**src/rtl/swcf_pkg.sv**
```systemverilog
// shared types, codes and the crc function of the sensor word framer
package swcf_pkg;

  // input modes (carried on tuser)
  localparam logic [1:0] MODE_PLAIN = 2'd0;
  localparam logic [1:0] MODE_COMP  = 2'd1;
  localparam logic [1:0] MODE_REPLY = 2'd2;

  // result kinds (carried on tuser)
  localparam logic [1:0] KIND_TX    = 2'd0;
  localparam logic [1:0] KIND_RX    = 2'd1;
  localparam logic [1:0] KIND_RANGE = 2'd2;

  // reply byte position inside a word
  localparam logic [1:0] RX_POS_FIRST  = 2'd0;
  localparam logic [1:0] RX_POS_SECOND = 2'd1;
  localparam logic [1:0] RX_POS_CRC    = 2'd2;

  localparam logic [2:0] WORD_COUNT_MAX = 3'd7;

  localparam logic [7:0] CRC_POLY = 8'h31;
  localparam logic [7:0] CRC_INIT = 8'hFF;

  // compensation limits in hundredths
  localparam logic signed [15:0] T_MIN = -16'sd4500;
  localparam logic signed [15:0] T_MAX = 16'sd13000;
  localparam logic signed [15:0] H_MIN = 16'sd0;
  localparam logic signed [15:0] H_MAX = 16'sd10000;

  // tick conversion: (x * 65535 + round) / span
  localparam logic [30:0] T_ROUND = 31'd8750;
  localparam logic [30:0] H_ROUND = 31'd5000;

  // the division is a multiply by ceil(2^shift / span), exact over the numerator range
  localparam logic [31:0] T_RECIP = 32'd4021071096;  // span 17500
  localparam logic [30:0] H_RECIP = 31'd1759218605;  // span 10000
  localparam int          T_SHIFT = 46;
  localparam int          H_SHIFT = 44;

  localparam logic [2:0] PLAIN_LAST_BYTE = 3'd1;
  localparam logic [2:0] COMP_LAST_BYTE  = 3'd7;

  typedef enum logic [1:0] {
    JB_PLAIN,
    JB_COMP,
    JB_RANGE,
    JB_CHECK
  } job_kind_t;

  typedef struct packed {
    job_kind_t   kind;
    logic [15:0] command;
    logic [30:0] num_t;
    logic [30:0] num_h;
    logic [7:0]  rx_high;
    logic [7:0]  rx_low;
    logic [7:0]  rx_crc;
    logic [2:0]  word_index;
  } job_t;

  typedef struct packed {
    logic [1:0]  out_kind;
    logic [7:0]  tx_byte;
    logic [15:0] rx_word;
    logic [2:0]  word_index;
    logic        crc_ok;
    logic        last;
  } result_t;

  typedef enum logic [1:0] {
    BK_IDLE,
    BK_DIV,
    BK_SEND
  } back_state_t;

  // crc-8 over a 16-bit word, msb first, no reflection, no final xor
  function automatic logic [7:0] crc8_word(input logic [15:0] word);
    logic [7:0] crc;
    crc = CRC_INIT;
    for (int i = 15; i >= 0; i--) begin
      if (crc[7] ^ word[i]) begin
        crc = {crc[6:0], 1'b0} ^ CRC_POLY;
      end else begin
        crc = {crc[6:0], 1'b0};
      end
    end
    return crc;
  endfunction

endpackage

```
**src/rtl/swcf_front.sv**
```systemverilog
// front end: accepts words, tracks reply bytes, range checks and queues jobs
module swcf_front import swcf_pkg::*; (
  input  logic               clk,
  input  logic               rst,
  input  logic               accept,
  input  logic [1:0]         mode,
  input  logic [15:0]        command,
  input  logic signed [15:0] temperature_centi,
  input  logic signed [15:0] humidity_centi,
  input  logic [7:0]         rx_byte,
  output logic               push,
  output job_t               job
);

  logic [1:0] rx_position, rx_position_next;
  logic [7:0] rx_high, rx_high_next;
  logic [7:0] rx_low, rx_low_next;
  logic [2:0] rx_word_count, rx_word_count_next;

  logic        in_range;
  logic [15:0] t_offset;
  logic [14:0] t_x;
  logic [13:0] h_x;

  assign in_range = (temperature_centi >= T_MIN) && (temperature_centi <= T_MAX) &&
                    (humidity_centi >= H_MIN) && (humidity_centi <= H_MAX);
  assign t_offset = temperature_centi - T_MIN;
  assign t_x      = t_offset[14:0];
  assign h_x      = humidity_centi[13:0];

  always_comb begin
    rx_position_next   = rx_position;
    rx_high_next       = rx_high;
    rx_low_next        = rx_low;
    rx_word_count_next = rx_word_count;
    push               = 1'b0;

    job.kind       = JB_PLAIN;
    job.command    = command;
    // x * 65535 as (x << 16) - x
    job.num_t      = {t_x, 16'b0} - 31'(t_x) + T_ROUND;
    job.num_h      = {1'b0, h_x, 16'b0} - 31'(h_x) + H_ROUND;
    job.rx_high    = rx_high;
    job.rx_low     = rx_low;
    job.rx_crc     = rx_byte;
    job.word_index = rx_word_count;

    case (mode)
      MODE_PLAIN: begin
        push               = 1'b1;
        job.kind           = JB_PLAIN;
        rx_position_next   = RX_POS_FIRST;
        rx_word_count_next = '0;
      end
      MODE_COMP: begin
        push = 1'b1;
        if (in_range) begin
          job.kind           = JB_COMP;
          rx_position_next   = RX_POS_FIRST;
          rx_word_count_next = '0;
        end else begin
          job.kind = JB_RANGE;
        end
      end
      MODE_REPLY: begin
        case (rx_position)
          RX_POS_SECOND: begin
            rx_low_next      = rx_byte;
            rx_position_next = RX_POS_CRC;
          end
          RX_POS_CRC: begin
            push             = 1'b1;
            job.kind         = JB_CHECK;
            rx_position_next = RX_POS_FIRST;
            if (rx_word_count < WORD_COUNT_MAX) begin
              rx_word_count_next = rx_word_count + 3'd1;
            end
          end
          default: begin
            rx_high_next     = rx_byte;
            rx_position_next = RX_POS_SECOND;
          end
        endcase
      end
      default: begin
        push = 1'b0;
      end
    endcase

    if (!accept) begin
      push = 1'b0;
    end
  end

  always_ff @(posedge clk) begin
    if (rst) begin
      rx_position   <= RX_POS_FIRST;
      rx_high       <= '0;
      rx_low        <= '0;
      rx_word_count <= '0;
    end else if (accept) begin
      rx_position   <= rx_position_next;
      rx_high       <= rx_high_next;
      rx_low        <= rx_low_next;
      rx_word_count <= rx_word_count_next;
    end
  end

endmodule

```
**src/rtl/swcf_fifo.sv**
```systemverilog
// short job queue between front and back end
module swcf_fifo import swcf_pkg::*; #(
  parameter int DEPTH = 4
) (
  input  logic clk,
  input  logic rst,
  input  logic push,
  input  job_t din,
  input  logic pop,
  output job_t dout,
  output logic full,
  output logic empty
);

  localparam int PTR_W = $clog2(DEPTH);
  localparam int CNT_W = $clog2(DEPTH + 1);

  job_t             mem [DEPTH];
  logic [PTR_W-1:0] wr_ptr;
  logic [PTR_W-1:0] rd_ptr;
  logic [CNT_W-1:0] count;
  logic             do_push;
  logic             do_pop;

  assign full    = (count == CNT_W'(DEPTH));
  assign empty   = (count == '0);
  assign do_push = push && !full;
  assign do_pop  = pop && !empty;
  assign dout    = mem[rd_ptr];

  always_ff @(posedge clk) begin
    if (do_push) begin
      mem[wr_ptr] <= din;
    end
  end

  always_ff @(posedge clk) begin
    if (rst) begin
      wr_ptr <= '0;
      rd_ptr <= '0;
      count  <= '0;
    end else begin
      if (do_push) begin
        wr_ptr <= (wr_ptr == PTR_W'(DEPTH - 1)) ? '0 : wr_ptr + PTR_W'(1);
      end
      if (do_pop) begin
        rd_ptr <= (rd_ptr == PTR_W'(DEPTH - 1)) ? '0 : rd_ptr + PTR_W'(1);
      end
      if (do_push && !do_pop) begin
        count <= count + CNT_W'(1);
      end else if (do_pop && !do_push) begin
        count <= count - CNT_W'(1);
      end
    end
  end

endmodule

```
**src/rtl/swcf_back.sv**
```systemverilog
// back end: tick division, frame byte sequencing, reply crc check, output register
module swcf_back import swcf_pkg::*; (
  input  logic    clk,
  input  logic    rst,
  input  logic    empty,
  input  job_t    job,
  output logic    pop,
  output logic    out_valid,
  input  logic    out_ready,
  output result_t out_item
);

  back_state_t state, state_next;

  logic        can_load;
  logic        load;
  logic        div_start;
  logic        send_start;
  logic        byte_step;
  result_t     load_item;

  logic [15:0] cmd;
  logic [2:0]  byte_cnt;
  logic [2:0]  last_byte;

  // tick quotients by reciprocal multiplication, registered in BK_DIV from the operands latched when the job is taken
  logic [30:0] num_t, num_h;
  logic [62:0] prod_t;
  logic [61:0] prod_h;
  logic [15:0] q_t, q_h;
  logic [7:0]  send_byte;

  assign can_load = !out_valid || out_ready;

  assign prod_t = {32'b0, num_t} * {31'b0, T_RECIP};
  assign prod_h = {31'b0, num_h} * {31'b0, H_RECIP};

  always_comb begin
    case (byte_cnt)
      3'd0:    send_byte = cmd[15:8];
      3'd1:    send_byte = cmd[7:0];
      3'd2:    send_byte = q_h[15:8];
      3'd3:    send_byte = q_h[7:0];
      3'd4:    send_byte = crc8_word(q_h);
      3'd5:    send_byte = q_t[15:8];
      3'd6:    send_byte = q_t[7:0];
      default: send_byte = crc8_word(q_t);
    endcase
  end

  // next state
  always_comb begin
    state_next = state;
    case (state)
      BK_IDLE: begin
        if (!empty) begin
          if (job.kind == JB_COMP) begin
            state_next = BK_DIV;
          end else if (job.kind == JB_PLAIN && can_load) begin
            state_next = BK_SEND;
          end
        end
      end
      BK_DIV: begin
        state_next = BK_SEND;
      end
      BK_SEND: begin
        if (can_load && byte_cnt == last_byte) begin
          state_next = BK_IDLE;
        end
      end
      default: begin
        state_next = BK_IDLE;
      end
    endcase
  end

  // control and load word
  always_comb begin
    pop        = 1'b0;
    load       = 1'b0;
    div_start  = 1'b0;
    send_start = 1'b0;
    byte_step  = 1'b0;

    load_item.out_kind   = KIND_TX;
    load_item.tx_byte    = '0;
    load_item.rx_word    = '0;
    load_item.word_index = '0;
    load_item.crc_ok     = 1'b0;
    load_item.last       = 1'b0;

    case (state)
      BK_IDLE: begin
        if (!empty) begin
          case (job.kind)
            JB_COMP: begin
              pop       = 1'b1;
              div_start = 1'b1;
            end
            JB_PLAIN: begin
              if (can_load) begin
                pop               = 1'b1;
                load              = 1'b1;
                send_start        = 1'b1;
                load_item.tx_byte = job.command[15:8];
              end
            end
            JB_RANGE: begin
              if (can_load) begin
                pop                = 1'b1;
                load               = 1'b1;
                load_item.out_kind = KIND_RANGE;
                load_item.last     = 1'b1;
              end
            end
            default: begin
              if (can_load) begin
                pop                  = 1'b1;
                load                 = 1'b1;
                load_item.out_kind   = KIND_RX;
                load_item.rx_word    = {job.rx_high, job.rx_low};
                load_item.word_index = job.word_index;
                load_item.crc_ok     = crc8_word({job.rx_high, job.rx_low}) == job.rx_crc;
                load_item.last       = 1'b1;
              end
            end
          endcase
        end
      end
      BK_SEND: begin
        if (can_load) begin
          load              = 1'b1;
          byte_step         = 1'b1;
          load_item.tx_byte = send_byte;
          load_item.last    = (byte_cnt == last_byte);
        end
      end
      default: begin
        load = 1'b0;
      end
    endcase
  end

  always_ff @(posedge clk) begin
    if (rst) begin
      state     <= BK_IDLE;
      out_valid <= 1'b0;
    end else begin
      state <= state_next;
      if (load) begin
        out_valid <= 1'b1;
      end else if (out_ready) begin
        out_valid <= 1'b0;
      end
    end
  end

  always_ff @(posedge clk) begin
    if (load) begin
      out_item <= load_item;
    end
    if (div_start) begin
      cmd       <= job.command;
      num_t     <= job.num_t;
      num_h     <= job.num_h;
      byte_cnt  <= '0;
      last_byte <= COMP_LAST_BYTE;
    end else if (state == BK_DIV) begin
      q_t <= prod_t[T_SHIFT +: 16];
      q_h <= prod_h[H_SHIFT +: 16];
    end
    if (send_start) begin
      cmd       <= job.command;
      byte_cnt  <= 3'd1;
      last_byte <= PLAIN_LAST_BYTE;
    end else if (byte_step) begin
      byte_cnt <= byte_cnt + 3'd1;
    end
  end

endmodule

```
**src/rtl/sensor_word_crc_framer.sv**
```systemverilog
// top level of the sensor word framer with crc-8 check
//
//  port group  dir  tdata (low bit up)                              tuser     tlast
//  s_*         in   command, temperature_centi, humidity_centi,      mode      -
//                   rx_byte (56 bits)
//  m_*         out  tx_byte, rx_word, word_index, crc_ok, 4'b0       out_kind  last
//
// an input word is accepted every cycle while the job queue is not full, and checked
// results leave one per cycle while m_tready is high; plain command: two output bytes;
// compensated command: job taken, ticks registered in the multipliers, then eight bytes
// range error: one output item; partial reply bytes and mode 3 make no output
// rst is synchronous and clears the reply tracking, queue and output valid
// s_tready drops only while the job queue is full; m_tready stalls the back end alone
module sensor_word_crc_framer import swcf_pkg::*; #(
  parameter int FIFO_DEPTH = 4
) (
  input  logic        clk,
  input  logic        rst,
  input  logic        s_tvalid,
  output logic        s_tready,
  input  logic [55:0] s_tdata,   // command, temperature_centi, humidity_centi, rx_byte
  input  logic [1:0]  s_tuser,   // mode
  output logic        m_tvalid,
  input  logic        m_tready,
  output logic [31:0] m_tdata,   // tx_byte, rx_word, word_index, crc_ok, zero pad
  output logic [1:0]  m_tuser,   // out_kind
  output logic        m_tlast
);

  logic    accept;
  logic    push;
  logic    pop;
  logic    full;
  logic    empty;
  job_t    job_in;
  job_t    job_out;
  result_t out_item;

  assign s_tready = !full;
  assign accept   = s_tvalid && s_tready;

  swcf_front u_front (
    .clk               (clk),
    .rst               (rst),
    .accept            (accept),
    .mode              (s_tuser),
    .command           (s_tdata[15:0]),
    .temperature_centi (s_tdata[31:16]),
    .humidity_centi    (s_tdata[47:32]),
    .rx_byte           (s_tdata[55:48]),
    .push              (push),
    .job               (job_in)
  );

  swcf_fifo #(
    .DEPTH (FIFO_DEPTH)
  ) u_fifo (
    .clk   (clk),
    .rst   (rst),
    .push  (push),
    .din   (job_in),
    .pop   (pop),
    .dout  (job_out),
    .full  (full),
    .empty (empty)
  );

  swcf_back u_back (
    .clk       (clk),
    .rst       (rst),
    .empty     (empty),
    .job       (job_out),
    .pop       (pop),
    .out_valid (m_tvalid),
    .out_ready (m_tready),
    .out_item  (out_item)
  );

  assign m_tdata = {4'b0, out_item.crc_ok, out_item.word_index, out_item.rx_word,
                    out_item.tx_byte};
  assign m_tuser = out_item.out_kind;
  assign m_tlast = out_item.last;

endmodule

```
**config.mk**
```make
export PLATFORM = sky130hd
export DESIGN_NAME = sensor_word_crc_framer
export DESIGN_NICKNAME = d
export VERILOG_FILES = /design/src/rtl/swcf_pkg.sv /design/src/rtl/swcf_front.sv /design/src/rtl/swcf_fifo.sv /design/src/rtl/swcf_back.sv /design/src/rtl/sensor_word_crc_framer.sv
export SDC_FILE = /design/constraint.sdc
export NUM_CORES = 2
export LEC_CHECK = 0
export ABC_CLOCK_PERIOD_IN_PS = 6600
export BUFFER_PORTS_ARGS = -buffer_cell sky130_fd_sc_hd__buf_2
export CAP_MARGIN = 5
export CELL_PAD_IN_SITES_DETAIL_PLACEMENT = 0
export CELL_PAD_IN_SITES_GLOBAL_PLACEMENT = 2
export CORE_ASPECT_RATIO = 0.7
export CORE_MARGIN = 2
export CORE_UTILIZATION = 42
export CTS_CLUSTER_DIAMETER = 100
export DETAILED_ROUTE_END_ITERATION = 8
export PLACE_DENSITY_LB_ADDON = 0.1
export SLEW_MARGIN = 5
export SYNTH_ARGS = -nofsm -noshare
export SYNTH_HDL_FRONTEND = slang
export SYNTH_SLANG_ARGS = --single-unit
```
**constraint.sdc**
```tcl
create_clock -name clk -period 6.6 [get_ports clk]
set_clock_uncertainty 0.05 [all_clocks]
set_input_delay 0.66 -clock clk [delete_from_list [all_inputs] [get_ports clk]]
set_output_delay 0.66 -clock clk [all_outputs]
set_load 0.05 [all_outputs]
```
## After elaboration in Yosys (flattened, before gate mapping)

Memory sizes are Yosys's and may differ from the RTL's. A register that Yosys moved wholly into a read port is not among the register bits.
Index checks and enable logic that the tools add are counted.

- Add/subtract/negate cells: 11
- Multiply operators: 2
- Order comparisons: 5
- Eq/ne operators: 25
- Multiplexer cells: 202
- Bitwise operators: 94
- Reduce and logical (&&, ||, !) cells: 39

Operators with widths:

| cell | number |
|---|---|
| $mux 8 | 97 |
| $mux 6 | 48 |
| $not 3->3 | 45 |
| $mul 31x31->60 const B | 1 |
| $mul 31x29->59 const B | 1 |
| $pmux 8 s7 | 1 |
| $xor 1x1->1 | 45 |
| $le 16x15->1 const B | 2 |
| $mux 16 | 2 |
| $add 31x13->31 const B | 1 |
| $add 31x14->31 const B | 1 |
| $sub 30x14->31 | 1 |
| $sub 31x15->31 | 1 |
| $mux 29 | 1 |
| $mux 2 | 12 |
| $mux 1 | 21 |
| $mux 21 | 1 |
| $mux 3 | 7 |
| $mux 20 | 1 |
| $ge 16x1->1 const B | 1 |
| $ge 16x14->1 const B | 1 |
| $pmux 8 s2 | 1 |
| $sub 15x14->15 const B | 1 |
| $eq 2x2->1 const B | 6 |
| 32 further kinds | 79 |

- Bits in registers: 176
- Bits in writable memories: 428
- Input port bits: 62
- Output and inout port bits: 37
- Memories kept: 1

Memory list:

| memory | words | width | read ports | clocked after Yosys merged registers in | write ports | line | text |
|---|---|---|---|---|---|---|---|
| u_fifo.mem | 4 | 107 | 1 | 1 | 1 | swcf_fifo.sv:18 | `job_t mem [DEPTH];` |

## Depth between registers and ports, before layout

- Depth after elaboration: 101
- Mapped depth: 27
- Depth with buffers taken out: 27

## By module

From an unflattened synthesis, not the netlist that was laid out.

- Cells, all modules: 4,706
- Area total of the unflattened synthesis: 58,827.7 sq um

Modules (own cells, without submodules):

| module | instances | cells an instance | area each (sq um) |
|---|---|---|---|
| swcf_back | 1 | 3,696 | 39,855.7 |
| swcf_fifo | 1 | 609 | 15,890.2 |
| swcf_front | 1 | 394 | 3,037.9 |
| sensor_word_crc_framer | 1 | 7 | 43.8 |

## Least setup slack after synthesis

OpenSTA, ideal clock, no wires.

- Path type: reg2reg
- From: reg u_back.num_t[8]
- To: reg u_back.q_t[15], data pin
- Library setup time: 0.207 ns
- Arrival time: 6.766 ns
- Data required time: 6.343 ns
- Path slack: -0.423 ns
- Stages on the path, launching flop included: 23
- Buffers on the path: 0
- Cells stage by stage: edfxtp_1 > inv_1 > fa_1 > fa_1 > inv_1 > fa_1 > fa_1 > fa_1 > fa_1 > fa_1 > inv_1 > fa_1 > inv_1 > ha_1 > a21o_1 > a2111oi_0 > o21ai_0 > a21oi_1 > o31ai_1 > o211ai_1 > a21boi_0 > mux2i_1 > a2111oi_0

- Word-level cells in the longest chain between the ends: 1

RTL lines:

| what | line | text |
|---|---|---|
| start, declared | swcf_back.sv:27 | `logic [30:0] num_t, num_h;` |
| start signal, assigned | swcf_back.sv:165 | `num_t <= job.num_t;` |
| $mul 31x29->59 | swcf_back.sv:35 | `assign prod_t = {32'b0, num_t} * {31'b0, T_RECIP};` |
| via u_back.prod_t[61] | swcf_back.sv:28 | `logic [62:0] prod_t;` |
| end signal, assigned | swcf_back.sv:170 | `q_t <= prod_t[T_SHIFT +: 16];` |
| end, declared | swcf_back.sv:30 | `logic [15:0] q_t, q_h;` |

The timed path passes the listed nets, and every way through them passes these cells.
A chain may end at the register's enable or synchronous reset.

## Worst setup path after layout

- From: reg u_back.num_h[8]
- To: reg u_back.q_h[8], data pin

- Word-level cells in the longest chain between the ends: 1

RTL lines:

| what | line | text |
|---|---|---|
| start, declared | swcf_back.sv:27 |  |
| start signal, assigned | swcf_back.sv:166 | `num_h <= job.num_h;` |
| $mul 31x31->60 | swcf_back.sv:36 | `assign prod_h = {31'b0, num_h} * {31'b0, H_RECIP};` |
| via u_back.prod_h[52] | swcf_back.sv:29 | `logic [61:0] prod_h;` |
| end signal, assigned | swcf_back.sv:171 | `q_h <= prod_h[H_SHIFT +: 16];` |
| end, declared | swcf_back.sv:30 |  |

The timed path passes the listed nets, and every way through them passes these cells.

==> impl_metrics.csv <==
group,metric,value,unit
run_status,outcome,"finished with violations",
run_status,violations,"negative setup slack",
global_routing,grt_pass1_vias,37900,
placed_design,worst_case_setup_slack_after_placement,-1.025,ns
yosys,synthCells,4564,
yosys,synth-edff-count,569,
drt,wl_per_cell,22.72,um
layout,final_common_cell,"sky130_fd_sc_hd__inv_1",
floorplan,die_x,447.0,um
min_path,hold_class,"in2reg",
drt,detailedRoute.firstPassIterationCount,5,
layout,final_cell_mix,"sky130_fd_sc_hd__inv_1, sky130_fd_sc_hd__fa_1, sky130_fd_sc_hd__ha_1, sky130_fd_sc_hd__buf_4, sky130_fd_sc_hd__edfxtp_1",
timing,final.setup.worst_slack,-0.6658,ns
yosys,post_synthesis_share_of_cell_area_spent_on_and_or_nand_and_nor_gates,0.03311,
timing,final_min_period_over_clock_period,1.101,
worst_setup_path,crit_slowest_cell,"sky130_fd_sc_hd__fa_2",
yosys,yosys.cell_types.count,73,
layout,num-nets-final,7019,
layout,flow.area_growth_from_synthesis,21.97,%
worst_setup_path,timing.critical_path.from_type,"flop",
drt,route.vias.total,36230,
cts,clkLatencyLatePin,0.65,ns
global_routing,globalRouteTotalUtil,0.2423,
layout,layout.filler_cells,12100,
drt,drtAntennaViolNets,0,
drt,drt_first_iter_violations,2615,
cts,max-clock-path-buffers,3,
yosys,synth_top_family_by_area,"adder cells",
floorplan,coreArea,136000,sq um
placed_design,dp.cells,7065,
cts,cts-root-buf,"sky130_fd_sc_hd__clkbuf_16",
worst_setup_path,critical_path_arrival,7.59,ns
floorplan,die_height,314.1,um
yosys,synthesis.area,57700,sq um
cts,tritoncts.num_buffers,71,
yosys,syn-mean-instance-area,12.64,sq um
cts,clkTransAtPathRegs,0.06,ns
worst_setup_path,setup.worst_path.end_class,"flop",
yosys,synth.ff_latch_count,606,
timing,worstMarginPinSlew,1.030,ns
timing,final.setup.tns,-13.22,ns
worst_setup_path,cpLargestDelayFamily,"adder cells",
yosys,synth.yosys.warnings,0,
yosys,synth-seq-area-share,0.3089,
floorplan,floorplan.rows,113,
timing,setup_viol_count_final,32,
worst_setup_path,worst_ep_required_time,6.93,ns
floorplan,floorplan.die_area,140400,sq um
yosys,postSynth.asyncResetShare,0,
worst_setup_path,critical_path_buf_inv_count,8,
placed_design,portBuffers,94,
yosys,muxShareOfSynthArea,0.04757,
drt,wirelength,165.6,mm
worst_setup_path,crit_path_max_fanout,4,
yosys,post_synth_top_flop,"sky130_fd_sc_hd__edfxtp_1",
worst_setup_path,setup.worst_path.class,"reg2reg",
yosys,yosys.area_share.adder,0.4499,
drt,detail_route.drc_violations,0,
timing,finalCriticalPeriod,7.266,ns
placed_design,hpwlAfterDp,139.9,mm
layout,proportion_of_layout_cells_with_a_drive_suffix_above_1,0.2543,
worst_setup_path,max_stage_delay,0.61,ns
timing,whs,0.1782,ns
timing,finalMaxSlewViolations,0,
layout,final_cells,7289,
floorplan,io-pin-count,99,
global_routing,grt_remaining_overflow,0,
placed_design,gp_congestion,0.9735,
timing,max_slew_margin,0.3119,
global_routing,grt_start_max_net_pins,67,
timing,setup_repair_after_global_routing_missed_its_margin,"yes",
cts,clkSinkCount,606,
cts,htree_num_levels,3,
floorplan,floorplan.initialDensity,0.4242,
drt,vias_per_cell,4.970,
yosys,yosys.area_share.xor_xnor,0.03194,
worst_setup_path,rrSetupSlack,-0.67,ns
worst_setup_path,critical-path-top-cell-by-count,"sky130_fd_sc_hd__fa_1",
yosys,synth_compound_area_frac,0.04684,
cts,tritoncts,"built",
global_routing,antenna_found_initial,9,
global_routing,grt_first_pass_wirelength,248.2,mm
timing,timing.final.hold_violations,0,
flow_run,drv_cap,0,
timing,maxClockFrequency,137.6,MHz
[synth_stat cells (5+ instances only)]
cell                           n  share of area
sky130_fd_sc_hd__o21ai_0      59         0.0051
sky130_fd_sc_hd__mux2_2        9         0.0018
sky130_fd_sc_hd__nor4_1        8        0.00087
sky130_fd_sc_hd__a211oi_1     14         0.0018
sky130_fd_sc_hd__nand3b_1      6        0.00078
sky130_fd_sc_hd__inv_1      1185          0.077
sky130_fd_sc_hd__nand4_1      18         0.0020
sky130_fd_sc_hd__or3_1         9        0.00098
sky130_fd_sc_hd__dfxtp_1      37          0.013
sky130_fd_sc_hd__mux4_2      106          0.041
sky130_fd_sc_hd__a21o_1       71         0.0092
sky130_fd_sc_hd__nand3_1      37         0.0032
sky130_fd_sc_hd__a2111oi_0     7         0.0011
sky130_fd_sc_hd__ha_1        723           0.16
sky130_fd_sc_hd__xor2_1       70          0.011
sky130_fd_sc_hd__nor2_1       92         0.0060
sky130_fd_sc_hd__and3_1       14         0.0015
sky130_fd_sc_hd__a22o_1        5        0.00076
sky130_fd_sc_hd__nor3_1       23         0.0020
sky130_fd_sc_hd__xnor2_1     128          0.019
sky130_fd_sc_hd__a22oi_1       8         0.0010
sky130_fd_sc_hd__fa_1        845           0.29
sky130_fd_sc_hd__o2111ai_1     5        0.00076
sky130_fd_sc_hd__or2_2         8        0.00087
sky130_fd_sc_hd__buf_4         5        0.00065
sky130_fd_sc_hd__o41ai_1       7         0.0011
sky130_fd_sc_hd__nor2b_1      35         0.0038
sky130_fd_sc_hd__a21boi_0      6        0.00078
sky130_fd_sc_hd__nand2b_1     13         0.0014
sky130_fd_sc_hd__and2_1        8        0.00087
sky130_fd_sc_hd__buf_2        10        0.00087
sky130_fd_sc_hd__o211ai_1     14         0.0018
sky130_fd_sc_hd__nand2_1     110         0.0072
sky130_fd_sc_hd__a221oi_1     10         0.0015
sky130_fd_sc_hd__edfxtp_1    569           0.30
sky130_fd_sc_hd__a31oi_1      11         0.0012
sky130_fd_sc_hd__o31ai_1       6        0.00078
sky130_fd_sc_hd__o21a_1       14         0.0018
sky130_fd_sc_hd__a21oi_1     125          0.011
sky130_fd_sc_hd__o21bai_1     15         0.0020
sky130_fd_sc_hd__mux2i_1      23         0.0040
sky130_fd_sc_hd__clkbuf_1     39         0.0025
[layer usage]
layer  part of all wire  vias up  global-route usage
met2               0.37     1087              0.2984
met3              0.097       98             0.07383
met5            0.00015        -                   0
met1               0.53    18400              0.4136
li1                   -    16640                   -
met4             0.0083        4             0.02733
[worst reg2reg max path, delay by kind of cell, from the launching register on]
| kind | cells | cell delay [ns] |
|---|---|---|
| simple gates | 5 | 0.64 |
| buf+inv | 8 | 0.74 |
| flops | 1 | 0.38 |
| mux | 1 | 0.17 |
| compound gates | 4 | 0.75 |
| fa+ha+maj | 9 | 4.28 |
[what timing repair did]
action,CTS,global route
buffers inserted,56,43
endpoints found under the setup margin,32,32
gates resized for setup,271,158
pin swaps,143,155
hold buffers,0,0
[flip-flops by register name, summed over array words and instances (netlist names), 2 cells and up, named ones only]
name,cells
u_back.cmd,16
u_back.byte_cnt,3
u_front.rx_high,8
u_back.q_t,16
u_back.num_t,31
u_front.rx_word_count,3
u_back.num_h,31
u_back.out_item,31
u_fifo.count,3
u_back.q_h,16
u_front.rx_position,2
u_back.state,2
u_fifo.mem,428
u_fifo.rd_ptr,2
u_front.rx_low,8
u_fifo.wr_ptr,2
[cell type report]
cell class / count / area (sq um) / share of cell area
Tap cell: 1840 / 2302 / 0.03271
Clock buffer: 94 / 1944 / 0.02763
Clock inverter: 37 / 366.6 / 0.005209
Sequential cell: 606 / 17830 / 0.2534
Inverter: 1185 / 4456 / 0.06331
Multi-Input combinational cell: 2721 / 37130 / 0.5276
Timing Repair Buffer: 804 / 6341 / 0.09010
Antenna cell: 2 / 5.005 / 0.00007111
[through the flow]
step | utilization | cell area, sq um
2_1_floorplan | - | 57830
3_3_place_gp | 0.4801 | 65310
3_5_place_dp | 0.4801 | 65310
4_1_cts | 0.5101 | 69370
5_1_grt | 0.5174 | 70380
6_report | 0.5175 | 70380
[kinds of logic (layout without fill, tap and decap cells)]
logic type	after synthesis	after routing
buffers and inverters	1244	2120
AND/OR/NAND/NOR	392	392
flip-flops	606	606
other	1	10
multiplexers	139	139
adder cells (fa/ha/maj)	1568	1568
AO/OA/AOI/OAI	410	410
XOR/XNOR	204	204
[worst paths after layout]
path / cells past startpoint / endpoint / from
setup / recovery: 27 / u_back.q_h[8] / u_back.num_h[8]
hold / removal: 1 / u_fifo.mem[2][95] / s_tdata[6]
setup reg to reg: 27 / u_back.q_h[8] / u_back.num_h[8]
hold reg to reg: 2 / flop / u_fifo.rd_ptr[1]
Power is left out: the tool's default activity adds up to more than one toggle a clock period on the data nets, which glitch-free logic cannot reach.
